**config.mk**
```make
export PLATFORM = sky130hd
export DESIGN_NAME = loser_tree_merge_selector
export DESIGN_NICKNAME = d
export VERILOG_FILES = /design/src/rtl/ltms_pkg.sv /design/src/rtl/ltms_match.sv /design/src/rtl/ltms_seq.sv /design/src/rtl/loser_tree_merge_selector.sv
export SDC_FILE = /design/constraint.sdc
export NUM_CORES = 2
export LEC_CHECK = 0
export ABC_AREA = 0
export BUFFER_PORTS_ARGS = -buffer_cell sky130_fd_sc_hd__clkbuf_2
export CAP_MARGIN = 30
export CORE_MARGIN = 1
export CORE_UTILIZATION = 57
export CTS_BUF_LIST = sky130_fd_sc_hd__clkbuf_16
export CTS_CLUSTER_DIAMETER = 40
export DETAILED_ROUTE_END_ITERATION = 16
export PLACE_DENSITY_LB_ADDON = 0.2
export SLEW_MARGIN = 20
export SYNTH_ARGS = -nofsm -noshare
export SYNTH_HDL_FRONTEND = slang
export SYNTH_SLANG_ARGS = --single-unit
```
**constraint.sdc**
```tcl
create_clock -name clock -period 5.75 [get_ports clock]
set_input_delay 0.8625 -clock clock [delete_from_list [all_inputs] [get_ports clock]]
set_output_delay 0.8625 -clock clock [all_outputs]
set_load 0.01 [all_outputs]
```
**src/rtl/ltms_pkg.sv**
```systemverilog
// shared types and constants for the loser tree merge selector
// no dependencies; imported by every rtl module of the block
package ltms_pkg;

   localparam int FUNC_W          = 2;
   localparam int IDX_W           = 7;
   localparam int VAL_W           = 32;
   localparam int COUNT_W         = 7;
   localparam int MAX_PLAYERS_DEF = 64;
   localparam int VALUE_WIDTH_DEF = 32;

   localparam logic [COUNT_W-1:0] COUNT_RESET = COUNT_W'(2);

   typedef enum logic [FUNC_W-1:0] {
      FUNC_LOAD   = 2'd0,
      FUNC_BUILD  = 2'd1,
      FUNC_REPLAY = 2'd2
   } ltms_func_type;

   typedef struct packed {
      logic [FUNC_W-1:0] func;
      logic [IDX_W-1:0]  player_index;
      logic [VAL_W-1:0]  value;
   } ltms_req_type;

   typedef struct packed {
      logic [IDX_W-1:0] winner_index;
      logic [VAL_W-1:0] winner_value;
   } ltms_rsp_type;

   typedef struct packed {
      logic busy;
      logic done;
   } ltms_stat_type;

endpackage

```
**src/rtl/ltms_match.sv**
```systemverilog
// shared match unit: one key compare, picks winner and loser of a game
// depends on ltms_pkg for parameter defaults
module ltms_match import ltms_pkg::*; #(
   parameter int MAX_PLAYERS = MAX_PLAYERS_DEF,
   parameter int VALUE_WIDTH = VALUE_WIDTH_DEF
) (
   input  logic [$clog2(MAX_PLAYERS+1)-1:0] a_idx,
   input  logic [VALUE_WIDTH-1:0]           a_key,
   input  logic [$clog2(MAX_PLAYERS+1)-1:0] b_idx,
   input  logic [VALUE_WIDTH-1:0]           b_key,
   output logic [$clog2(MAX_PLAYERS+1)-1:0] win_idx,
   output logic [$clog2(MAX_PLAYERS+1)-1:0] lose_idx,
   output logic [VALUE_WIDTH-1:0]           win_key
);

   logic a_wins;

   // on equal keys side b keeps the win
   assign a_wins   = a_key < b_key;
   assign win_idx  = a_wins ? a_idx : b_idx;
   assign lose_idx = a_wins ? b_idx : a_idx;
   assign win_key  = a_wins ? a_key : b_key;

endmodule

```
**src/rtl/ltms_seq.sv**
```systemverilog
// sequencer, tree memories and datapath of the loser tree
// depends on ltms_pkg and ltms_match
module ltms_seq import ltms_pkg::*; #(
   parameter int MAX_PLAYERS = MAX_PLAYERS_DEF,
   parameter int VALUE_WIDTH = VALUE_WIDTH_DEF
) (
   input  logic                clock,
   input  logic                reset,
   input  logic                item_go,
   input  ltms_req_type        req,
   input  logic [COUNT_W-1:0]  player_count,
   output ltms_stat_type       stat,
   output ltms_rsp_type        rsp_next
);

   localparam int IW = $clog2(MAX_PLAYERS + 1);
   localparam int NW = $clog2(MAX_PLAYERS);
   localparam int PW = $clog2(2 * MAX_PLAYERS);
   localparam int EW = ((IW > IDX_W) ? IW : IDX_W) + 1;
   localparam int KW = VALUE_WIDTH;

   typedef enum logic [7:0] {
      ST_IDLE   = 8'b0000_0001,
      ST_SETUP  = 8'b0000_0010,
      ST_B_WIN  = 8'b0000_0100,
      ST_B_KEY  = 8'b0000_1000,
      ST_B_CMP  = 8'b0001_0000,
      ST_R_LOSE = 8'b0010_0000,
      ST_R_KEY  = 8'b0100_0000,
      ST_R_CMP  = 8'b1000_0000
   } ltms_state_type;

   ltms_state_type state_ff, state_in;

   logic [IW-1:0] count_ff, count_in;
   logic [PW-1:0] low_ext_ff, low_ext_in;
   logic [PW-1:0] offset_ff, offset_in;
   logic [NW-1:0] node_ff, node_in;
   logic [IW-1:0] chal_ff, chal_in;
   logic [KW-1:0] chal_key_ff, chal_key_in;
   logic [IW-1:0] l_idx_ff, l_idx_in;
   logic [IW-1:0] r_idx_ff, r_idx_in;

   // tree memories
   logic [KW-1:0] pv_mem [MAX_PLAYERS];
   logic [IW-1:0] ln_mem [MAX_PLAYERS];
   logic [IW-1:0] ws_mem [MAX_PLAYERS];

   logic          pv_we, pv_re;
   logic [NW-1:0] pv_waddr, pv_raddr_a, pv_raddr_b;
   logic [KW-1:0] pv_wdata, pv_rd_a_ff, pv_rd_b_ff;
   logic          ln_we, ln_re;
   logic [IW-1:0] ln_rd_ff;
   logic          ws_we, ws_re;
   logic [NW-1:0] ws_raddr_a, ws_raddr_b;
   logic [IW-1:0] ws_rd_a_ff, ws_rd_b_ff;

   // request decode
   logic [EW-1:0]       idx_e, cnt_e, max_e, built_e, n_sel_e;
   logic [IW-1:0]       idx_iw, idx_m1, n_sat, nm1, s_pow, s_diff;
   logic                load_ok, rep_ok;
   logic [PW-1:0]       idx_pw, pos, count_pw;
   logic [KW+VAL_W-1:0] val_wide;
   logic [KW-1:0]       val_key;

   // build children
   logic [PW-1:0] cl, cr, leaf_l, leaf_r;
   logic          int_l, int_r;
   logic [IW-1:0] l_sel, r_sel, l_m1, r_m1;

   // match unit
   logic [IW-1:0]          b_idx, win_idx, lose_idx;
   logic [KW-1:0]          b_key, win_key;
   logic                   last_node;
   logic [IW+IDX_W-1:0]    win_idx_wide;
   logic [KW+VAL_W-1:0]    win_key_wide;

   assign idx_e   = EW'(req.player_index);
   assign cnt_e   = EW'(player_count);
   assign max_e   = EW'(MAX_PLAYERS);
   assign built_e = EW'(count_ff);
   assign idx_iw  = idx_e[IW-1:0];
   assign idx_m1  = idx_iw - IW'(1);
   assign load_ok = (idx_e != '0) && (idx_e <= max_e);
   assign rep_ok  = (idx_e != '0) && (idx_e <= built_e);

   assign val_wide = {{KW{1'b0}}, req.value};
   assign val_key  = val_wide[KW-1:0];

   // count saturated to the legal range, then the lowExt/offset layout
   always_comb begin
      if (cnt_e < EW'(2)) begin
         n_sel_e = EW'(2);
      end else if (cnt_e > max_e) begin
         n_sel_e = max_e;
      end else begin
         n_sel_e = cnt_e;
      end
   end

   assign n_sat = n_sel_e[IW-1:0];
   assign nm1   = n_sat - IW'(1);

   // largest power of two not above count - 1
   always_comb begin
      s_pow = '0;
      for (int b = 0; b < IW; b++) begin
         if (nm1[b]) begin
            s_pow = IW'(1) << b;
         end
      end
   end

   assign s_diff = n_sat - s_pow;

   // leaf position of the replayed player
   assign idx_pw   = PW'(idx_iw);
   assign count_pw = PW'(count_ff);
   assign pos = (idx_pw <= low_ext_ff) ? offset_ff + idx_pw
                                       : idx_pw + count_pw - PW'(1) - low_ext_ff;

   // children of the node under play
   assign cl     = {node_ff, 1'b0};
   assign cr     = {node_ff, 1'b1};
   assign int_l  = cl < count_pw;
   assign int_r  = cr < count_pw;
   assign leaf_l = (cl > offset_ff) ? cl - offset_ff : cl + low_ext_ff + PW'(1) - count_pw;
   assign leaf_r = (cr > offset_ff) ? cr - offset_ff : cr + low_ext_ff + PW'(1) - count_pw;

   always_comb begin
      if (state_ff == ST_R_KEY) begin
         l_sel = ln_rd_ff;
      end else if (int_l) begin
         l_sel = ws_rd_a_ff;
      end else begin
         l_sel = leaf_l[IW-1:0];
      end
      r_sel = int_r ? ws_rd_b_ff : leaf_r[IW-1:0];
   end

   assign l_m1 = l_sel - IW'(1);
   assign r_m1 = r_sel - IW'(1);

   // in a replay the stored loser is side a and the challenger side b
   assign b_idx = (state_ff == ST_R_CMP) ? chal_ff : r_idx_ff;
   assign b_key = (state_ff == ST_R_CMP) ? chal_key_ff : pv_rd_b_ff;

   ltms_match #(
      .MAX_PLAYERS (MAX_PLAYERS),
      .VALUE_WIDTH (VALUE_WIDTH)
   ) u_match (
      .a_idx    (l_idx_ff),
      .a_key    (pv_rd_a_ff),
      .b_idx    (b_idx),
      .b_key    (b_key),
      .win_idx  (win_idx),
      .lose_idx (lose_idx),
      .win_key  (win_key)
   );

   // memory port control
   always_comb begin
      pv_we      = 1'b0;
      pv_waddr   = idx_m1[NW-1:0];
      pv_wdata   = val_key;
      pv_re      = (state_ff == ST_B_KEY) || (state_ff == ST_R_KEY);
      pv_raddr_a = l_m1[NW-1:0];
      pv_raddr_b = r_m1[NW-1:0];
      ws_re      = (state_ff == ST_B_WIN);
      ws_raddr_a = cl[NW-1:0];
      ws_raddr_b = cr[NW-1:0];
      ws_we      = (state_ff == ST_B_CMP);
      ln_we      = (state_ff == ST_B_CMP) || (state_ff == ST_R_CMP);
      ln_re      = (state_ff == ST_R_LOSE);
      if (item_go && (state_ff == ST_IDLE)) begin
         if ((req.func == FUNC_LOAD) && load_ok) begin
            pv_we = 1'b1;
         end
         if ((req.func == FUNC_REPLAY) && rep_ok) begin
            pv_we = 1'b1;
         end
      end
   end

   always_ff @(posedge clock) begin
      if (pv_we) begin
         pv_mem[pv_waddr] <= pv_wdata;
      end
      if (pv_re) begin
         pv_rd_a_ff <= pv_mem[pv_raddr_a];
         pv_rd_b_ff <= pv_mem[pv_raddr_b];
      end
   end

   always_ff @(posedge clock) begin
      if (ln_we) begin
         ln_mem[node_ff] <= lose_idx;
      end
      if (ln_re) begin
         ln_rd_ff <= ln_mem[node_ff];
      end
   end

   always_ff @(posedge clock) begin
      if (ws_we) begin
         ws_mem[node_ff] <= win_idx;
      end
      if (ws_re) begin
         ws_rd_a_ff <= ws_mem[ws_raddr_a];
         ws_rd_b_ff <= ws_mem[ws_raddr_b];
      end
   end

   assign last_node = (node_ff == NW'(1));

   // sequencer
   always_comb begin
      state_in    = state_ff;
      count_in    = count_ff;
      low_ext_in  = low_ext_ff;
      offset_in   = offset_ff;
      node_in     = node_ff;
      chal_in     = chal_ff;
      chal_key_in = chal_key_ff;
      l_idx_in    = l_idx_ff;
      r_idx_in    = r_idx_ff;
      case (state_ff)
         ST_IDLE: begin
            if (item_go) begin
               if (req.func == FUNC_BUILD) begin
                  state_in = ST_SETUP;
               end else if ((req.func == FUNC_REPLAY) && rep_ok) begin
                  chal_in     = idx_iw;
                  chal_key_in = val_key;
                  node_in     = pos[PW-1:1];
                  state_in    = ST_R_LOSE;
               end
            end
         end
         ST_SETUP: begin
            count_in   = n_sat;
            low_ext_in = PW'(s_diff) << 1;
            offset_in  = (PW'(s_pow) << 1) - PW'(1);
            node_in    = nm1[NW-1:0];
            state_in   = ST_B_WIN;
         end
         ST_B_WIN: begin
            state_in = ST_B_KEY;
         end
         ST_B_KEY: begin
            l_idx_in = l_sel;
            r_idx_in = r_sel;
            state_in = ST_B_CMP;
         end
         ST_B_CMP: begin
            if (last_node) begin
               state_in = ST_IDLE;
            end else begin
               node_in  = node_ff - NW'(1);
               state_in = ST_B_WIN;
            end
         end
         ST_R_LOSE: begin
            state_in = ST_R_KEY;
         end
         ST_R_KEY: begin
            l_idx_in = l_sel;
            state_in = ST_R_CMP;
         end
         ST_R_CMP: begin
            chal_in     = win_idx;
            chal_key_in = win_key;
            if (last_node) begin
               state_in = ST_IDLE;
            end else begin
               node_in  = node_ff >> 1;
               state_in = ST_R_LOSE;
            end
         end
         default: begin
            state_in = ST_IDLE;
         end
      endcase
   end

   always_ff @(posedge clock) begin
      if (reset) begin
         state_ff   <= ST_IDLE;
         count_ff   <= IW'(2);
         low_ext_ff <= PW'(2);
         offset_ff  <= PW'(1);
         chal_ff    <= '0;
      end else begin
         state_ff   <= state_in;
         count_ff   <= count_in;
         low_ext_ff <= low_ext_in;
         offset_ff  <= offset_in;
         chal_ff    <= chal_in;
      end
   end

   always_ff @(posedge clock) begin
      node_ff     <= node_in;
      chal_key_ff <= chal_key_in;
      l_idx_ff    <= l_idx_in;
      r_idx_ff    <= r_idx_in;
   end

   assign win_idx_wide = {{IDX_W{1'b0}}, win_idx};
   assign win_key_wide = {{VAL_W{1'b0}}, win_key};

   assign stat.busy = (state_ff != ST_IDLE);
   assign stat.done = ((state_ff == ST_B_CMP) || (state_ff == ST_R_CMP)) && last_node;

   assign rsp_next.winner_index = win_idx_wide[IDX_W-1:0];
   assign rsp_next.winner_value = win_key_wide[VAL_W-1:0];

endmodule

```
**src/rtl/loser_tree_merge_selector.sv**
```systemverilog
// Loser tree k-way merge selector. An item is taken when start is high and busy is low.
// A load (func 0) or an ignored item frees the block at once and gives no result.
// A build (func 1) plays every internal node once through the single compare unit;
// each node passes a winner read, a key read (both registered) and a compare, and the
// result is strobed in the same cycle busy drops. A replay (func 2) plays each tree
// level on the player's path in turn: loser read, key read, compare; the result
// likewise comes in the cycle busy drops. Loads are free.
// The result is shown for exactly one cycle on rsp_strobe; the receiver
// cannot stall, so it must take every beat. No clearing pass after reset.
// Top level: depends on ltms_pkg and ltms_seq.
module loser_tree_merge_selector import ltms_pkg::*; #(
   parameter int MAX_PLAYERS = MAX_PLAYERS_DEF,
   parameter int VALUE_WIDTH = VALUE_WIDTH_DEF
) (
   input  logic               clock,
   input  logic               reset,
   input  logic               start,
   output logic               busy,
   input  ltms_req_type       req_data,
   output logic               rsp_strobe,
   output ltms_rsp_type       rsp_data,
   input  logic               csr_valid,
   output logic               csr_ready,
   input  logic [COUNT_W-1:0] csr_data
);

   ltms_stat_type       stat;
   ltms_rsp_type        rsp_next;
   logic                item_go;
   logic [COUNT_W-1:0]  player_count_ff, player_count_in;
   logic                rsp_strobe_ff;
   ltms_rsp_type        rsp_data_ff;

   assign item_go   = start && !stat.busy;
   assign busy      = stat.busy;
   assign csr_ready = !stat.busy;

   assign player_count_in = (csr_valid && csr_ready) ? csr_data : player_count_ff;

   ltms_seq #(
      .MAX_PLAYERS (MAX_PLAYERS),
      .VALUE_WIDTH (VALUE_WIDTH)
   ) u_seq (
      .clock        (clock),
      .reset        (reset),
      .item_go      (item_go),
      .req          (req_data),
      .player_count (player_count_ff),
      .stat         (stat),
      .rsp_next     (rsp_next)
   );

   always_ff @(posedge clock) begin
      if (reset) begin
         player_count_ff <= COUNT_RESET;
         rsp_strobe_ff   <= 1'b0;
      end else begin
         player_count_ff <= player_count_in;
         rsp_strobe_ff   <= stat.done;
      end
   end

   // result beat register
   always_ff @(posedge clock) begin
      if (stat.done) begin
         rsp_data_ff <= rsp_next;
      end
   end

   assign rsp_strobe = rsp_strobe_ff;
   assign rsp_data   = rsp_data_ff;

   // every result follows a stretch of work
   a_rsp_after_busy : assert property (@(posedge clock) disable iff (reset)
      rsp_strobe |-> $past(busy))
      else $error("result beat without preceding work");

   // no two result beats back to back
   a_rsp_spaced : assert property (@(posedge clock) disable iff (reset)
      rsp_strobe |=> !rsp_strobe)
      else $error("result beats in consecutive cycles");

   // a load never occupies the sequencer
   a_load_free : assert property (@(posedge clock) disable iff (reset)
      (start && !busy && (req_data.func == FUNC_LOAD)) |=> !busy)
      else $error("load left the block busy");

endmodule

```
# Word-level counts from Yosys, hierarchy flattened
# Memory sizes are Yosys's and may differ from the RTL's. A register that Yosys moved wholly into a read port is not among the register bits.
# Index checks and enable logic that the tools add are counted.
totals:
  reg_bits: 134
  ram_bits: 2944
  memories: 3
op_classes:
  n_addsub: 19
  n_lt_le_gt_ge: 10
  eq_ne: 18
  n_mux: 49
  reduce_logical: 19
mem_list:
  columns: ["memory", "words", "width", "read_ports", "rd_ports_with_merged_regs", "wr", "line", "source"]
  rows:
  - ["u_seq.pv_mem", 64, 32, 2, 2, 1, "ltms_seq.sv:45", "logic [KW-1:0] pv_mem [MAX_PLAYERS];"]
  - ["u_seq.ln_mem", 64, 7, 1, 1, 1, "ltms_seq.sv:46", "logic [IW-1:0] ln_mem [MAX_PLAYERS];"]
  - ["u_seq.ws_mem", 64, 7, 2, 2, 1, "ltms_seq.sv:47", "logic [IW-1:0] ws_mem [MAX_PLAYERS];"]
ops:
  columns: ["cell", "count"]
  rows:
  - ["32-bit 2-to-1 mux", 5]
  - ["7-bit 2-to-1 mux", 14]
  - ["32-bit one-hot mux with 2 select lines", 1]
  - ["8-bit one-hot mux with 8 select lines", 1]
  - ["6-bit 2-to-1 mux", 8]
  - ["7-bit subtractor", 5]
  - ["32-bit < comparator", 1]
  - ["7-bit adder", 4]
  - ["8-bit 2-to-1 mux", 3]
  - ["6-bit one-hot mux with 4 select lines", 1]
  - ["6-bit by 1-bit subtractor with 6-bit output (second input constant)", 4]
  - ["7-bit by 1-bit subtractor with 7-bit output (second input constant)", 3]
  - ["7-bit by 1-bit adder with 7-bit output (second input constant)", 2]
  - ["7-bit greater-than comparator", 2]
  - ["7-bit less-or-equal comparator", 2]
  - ["7-bit < comparator", 2]
  - ["7-bit one-hot mux with 2 select lines", 1]
  - ["1-bit 2-to-1 mux", 10]
  - ["8-bit by 1-bit == test with 1-bit output (second input constant)", 1]
  - ["8-bit by 2-bit == test with 1-bit output (second input constant)", 1]
  - ["8-bit by 3-bit == test with 1-bit output (second input constant)", 1]
  - ["8-bit by 4-bit == test with 1-bit output (second input constant)", 1]
  - ["8-bit by 5-bit == test with 1-bit output (second input constant)", 1]
  - ["8-bit by 6-bit == test with 1-bit output (second input constant)", 1]
  - ["28 further kinds", 40]

# Depth between registers and ports, before layout
depth:
  word_depth: 12
  depth_mapped: 27

# Hierarchy
# A second synthesis with hierarchy kept.
hier_totals:
  cells_unflattened: 9713
  hier_area_um2: 152118.4
modules_own_cells:
  columns: ["mod", "n_inst", "cells_per_inst", "area_each_um2"]
  rows:
  - ["ltms_seq", 1, 9483, 149059.2]
  - ["ltms_match", 1, 157, 1541.5]
  - ["loser_tree_merge_selector", 1, 73, 1517.7]

# Worst setup path after synthesis
# No wires, ideal clock.
synth_timing:
  path_kind: "register to register"
  from: "register u_seq.node_ff[0]"
  to: "register u_seq.pv_rd_a_ff[30] (read register of u_seq.pv_mem), data pin"
  setup_ns: 0.282
  arrival_ns: 5.785
  required_ns: 5.468
  slack_ns: -0.317
  stages_incl_launch_ff: 26
  cell_sequence: "edfxtp_1 -> clkbuf_1 -> inv_2 -> ha_1 -> nand3b_1 -> a21oi_2 -> or2_2 -> buf_2 -> a31oi_1 -> a21o_1 -> inv_2 -> buf_6 -> buf_4 -> buf_4 -> buf_4 -> buf_4 -> ha_1 -> clkbuf_1 -> clkbuf_1 -> clkbuf_1 -> clkbuf_1 -> clkbuf_1 -> clkbuf_1 -> mux4_2 -> mux2i_1 -> a222oi_1"
synth_rtl:
  columns: ["element", "line", "source"]
  rows:
  - ["start: declaration", "ltms_seq.sv:38", "logic [NW-1:0] node_ff, node_in;"]
  - ["start signal: assignment", "ltms_seq.sv:303", "node_ff <= node_in;"]
  - ["7-bit greater-than comparator", "ltms_seq.sv:127", "assign leaf_l = (cl > offset_ff) ? cl - offset_ff : cl + low_ext_ff + PW'(1) - count_pw;"]
  - ["7-bit 2-to-1 mux", "ltms_seq.sv:127", null]
  - ["7-bit 2-to-1 mux (*)", "ltms_seq.sv:133", "end else if (int_l) begin"]
  - ["7-bit 2-to-1 mux (*)", "ltms_seq.sv:131", "if (state_ff == ST_R_KEY) begin"]
  - ["via u_seq.l_sel[0]", "ltms_seq.sv:69", "logic [IW-1:0] l_sel, r_sel, l_m1, r_m1;"]
  - ["6-bit by 1-bit subtractor with 6-bit output (*)", "ltms_seq.sv:141", "assign l_m1 = l_sel - IW'(1);"]
  - ["end: declaration", "ltms_seq.sv:51", "logic [KW-1:0] pv_wdata, pv_rd_a_ff, pv_rd_b_ff;"]
# The timed path passes the listed nets; every way through them passes the cells marked *.
# A chain may end at the register's enable or synchronous reset.

# Final worst setup path
layout_timing:
  from: "register u_seq.node_ff[5]"
  to: "register u_seq.pv_rd_a_ff[14] (read register of u_seq.pv_mem), data pin"
# Same word-level chain as after synthesis.

==> results.ini <==
[detailed_routing]
vias=88600
drc=0
vias_per_cell=7.25
routed_wl_um=455000
drtAntennaViolNets=0
wl_per_cell_um=37.3
drt_pass1_iterations=9
drt_iter0_drc=14500

[place]
pre_cts_slack_ps=381
place_congestion=0.943
io_buffer_count=93
hpwl_um=278000

[global_routing]
grt_use_met1_pct=49.6
grt_pass1_wl_um=640000
met3_usage_pct=11.3
grtUsageTotal_pct=36.3
grt_pass1_vias=87100
globalRouteOverflowTotal=0
grt_max_degree=120
antenna_found_initial=13
grt_use_met2_pct=54.2
grt-busiest-layer=met2

[floorplanning]
pin_count=94
dieHeight_um=500
die_area_um2=250000
rows=182
start_util_pct=57.4
core_area_um2=246000
die_w_um=500

[synthesis]
synth_adder_area_share_pct=1.03
ys.flop_type=edfxtp_1
synth_cell_types=81
yosys.area.top_type_share_pct=66.3
yosysWarningCount=0
synth.net_count=8306
synthXorXnorAreaFrac_pct=0.366
muxShareOfSynthArea_pct=18.9
yosysSeqAreaShare_pct=66.9
ys_seq_elements=3162
synthArstFlopShare_pct=0
synth_edf_count=3120
synth_compound_area_share_pct=5.46
netlist_top_cells_area=edfxtp_1, mux4_2, mux2i_1, nand2_1, a22oi_1
synth_top_family_by_area=multiplexers
synthSimpleGateAreaFrac_pct=5.30
synth.largest_area_cell=edfxtp_1
syn_inst=8147
avgSynthCellArea_um2=17.3
netlist_area_um2=141000

[cts]
clk_pin_slew_ps=60
cts_resized=0
cts-root-buf=clkbuf_16
cts_buffers=442
cts_buffer_depth=4
clock-sinks=3162
htreeDepth=5
insertion_delay_ps=1040
post-cts-setup-buffers=0
cts-hold-fix-buffers=0
cts_tree=yes

[power]
cellLeakagePower_nw=53.3
p_per_area_nw_per_um2=502
ir_worst_vdd_v=0.000747

[timing]
fin_ws_ps=203
setup-violations-final=0
fin_crit_sh_pct=96.5
finalMaxSlewViolations=0
worst_pin_slew_ps=1060
hold_violations=0
fmax_mhz=180
period_minus_slack_ps=5550
slew_headroom_pct=29.7
rsz0062_at_grt=no
fin_skew_ps=98.7
setup_tns_ps=0

[flow_run]
maxCapViolations=0

[setup_path]
cp.required_ps=6510
worst-setup-path-type=flop to flop
reg2reg_depth=18
cp_max_fo=21
end_kind=flop
cp-start-kind=flop
cp.arrival_ps=6300

[hold_path]
whs_path_depth=3
hold_class=input pin to flop

[status]
status=finished, final reports clean

[cells_and_area]
area_growth_pct=15.6
fillCellCount=16100
drive_gt1_share_pct=27.0
nets=8680

-- flip-flops by register name, summed over array words and instances, names as in the netlist --
register           count
u_seq.r_idx_ff         7
u_seq.ln_rd_ff         7
rsp_strobe             1
u_seq.low_ext_ff       6
u_seq.chal_ff          7
player_count_ff        7
u_seq.pv_mem        2048
u_seq.chal_key_ff     32
u_seq.l_idx_ff         7
u_seq.ws_rd_b_ff       7
rsp_data              39
u_seq.ws_rd_a_ff       7
u_seq.offset_ff        6
u_seq.count_ff         7
u_seq.ws_mem         448
u_seq.pv_rd_b_ff      32
u_seq.node_ff          6
u_seq.ln_mem         448
u_seq.pv_rd_a_ff      32
u_seq.state_ff         8
-- cells in the final DEF (no fill, tap or decap), drive strengths merged, types with 92 or more instances in the layout --
cell type	Yosys	routed
clkinv	0	150
nand3	291	291
mux4	1032	1032
nand2	597	597
edfxtp	3120	3120
ha	92	92
a22oi	276	276
clkbuf	366	542
nor2	458	458
inv	116	225
buf	204	406
o21ai	164	164
nand4	117	117
a21oi	172	172
mux2i	284	284
-- report_power, final --
group	switching (mW)	internal [mW]	total, mW
clock	10.6	16.5	27.1
combinational	18.8	10.5	29.3
sequential	0.0522	25.6	25.7
total	29.5	52.6	82.1
-- metrics by stage --
stage	util, %	hold slack [ps]	cell area, um^2	power [mW]	cells
6_report	66.3	64.0	163000	82.1	12200
3_3_place_gp	60.1	461	148000	54.3	11400
4_1_cts	66.3	22.0	163000	81.3	12200
3_5_place_dp	60.3	457	148000	54.5	11400
2_1_floorplan	-	436	141000	43.1	8147
5_1_grt	66.3	71.3	163000	83.8	12200
-- synthesized netlist by cell type, types with 67 or more instances --
cell type,number
mux4_2,1032
o211ai_1,67
buf_2,83
o21ai_0,160
ha_1,92
mux2i_1,284
inv_1,111
clkbuf_1,366
a21oi_1,171
nor2_1,458
a22oi_1,276
nand2_1,597
edfxtp_1,3120
nand3_1,290
nand4_1,117
-- per-layer routing --
layer	vias to the layer above	part of all wire, %
met4	12	5.1
met5	-	0.042
met1	45300	35
met2	7331	45
met3	1355	15
li1	34600	-
-- cell families (layout without fill, tap and decap cells) --
group           Yosys count  in the layout
flops                  3162           3162
simple gates           1672           1672
mux                    1367           1367
compound gates         1094           1094
buf+inv                 686           1423
fa+ha+maj               107            107
xor+xnor                 59             59
other cells               0             12
-- final cells by class --
cell class | count | area [um^2] | area share (%)
clock inverter | 359 | 3550 | 2.17
sequential | 3162 | 94500 | 57.9
inverter | 116 | 443 | 0.271
clock buffer | 448 | 11200 | 6.86
tap | 3312 | 4140 | 2.54
timing repair buffer | 500 | 4790 | 2.93
antenna | 12 | 30.0 | 0.0184
multi-input combinational | 4299 | 44600 | 27.3
-- path summary, 6_finish.rpt --
path	start	end	slack, ps
max reg2reg	u_seq.node_ff[5]	u_seq.pv_rd_a_ff[14]	200
min reg2reg	u_seq.count_ff[6]	u_seq.count_ff[6]	460
min	csr_data[4]	player_count_ff[4]	60
max	u_seq.node_ff[5]	u_seq.pv_rd_a_ff[14]	200
-- critical path, cell delays in order, from the launching register on --
cell and delay [ps]:
edfxtp_1 420, ha_1 380, nand4_1 200, a21oi_2 310, or2_2 260, a31oi_1 160
a21o_1 270, inv_8 240, ha_4 200, inv_1 50, a311oi_1 200, o211ai_1 290
xnor2_2 210, buf_4 210, nand2b_2 570, buf_4 400, o32a_1 210, o211ai_1 160
a222oi_1 450
Power figures use the tool's default switching activity.
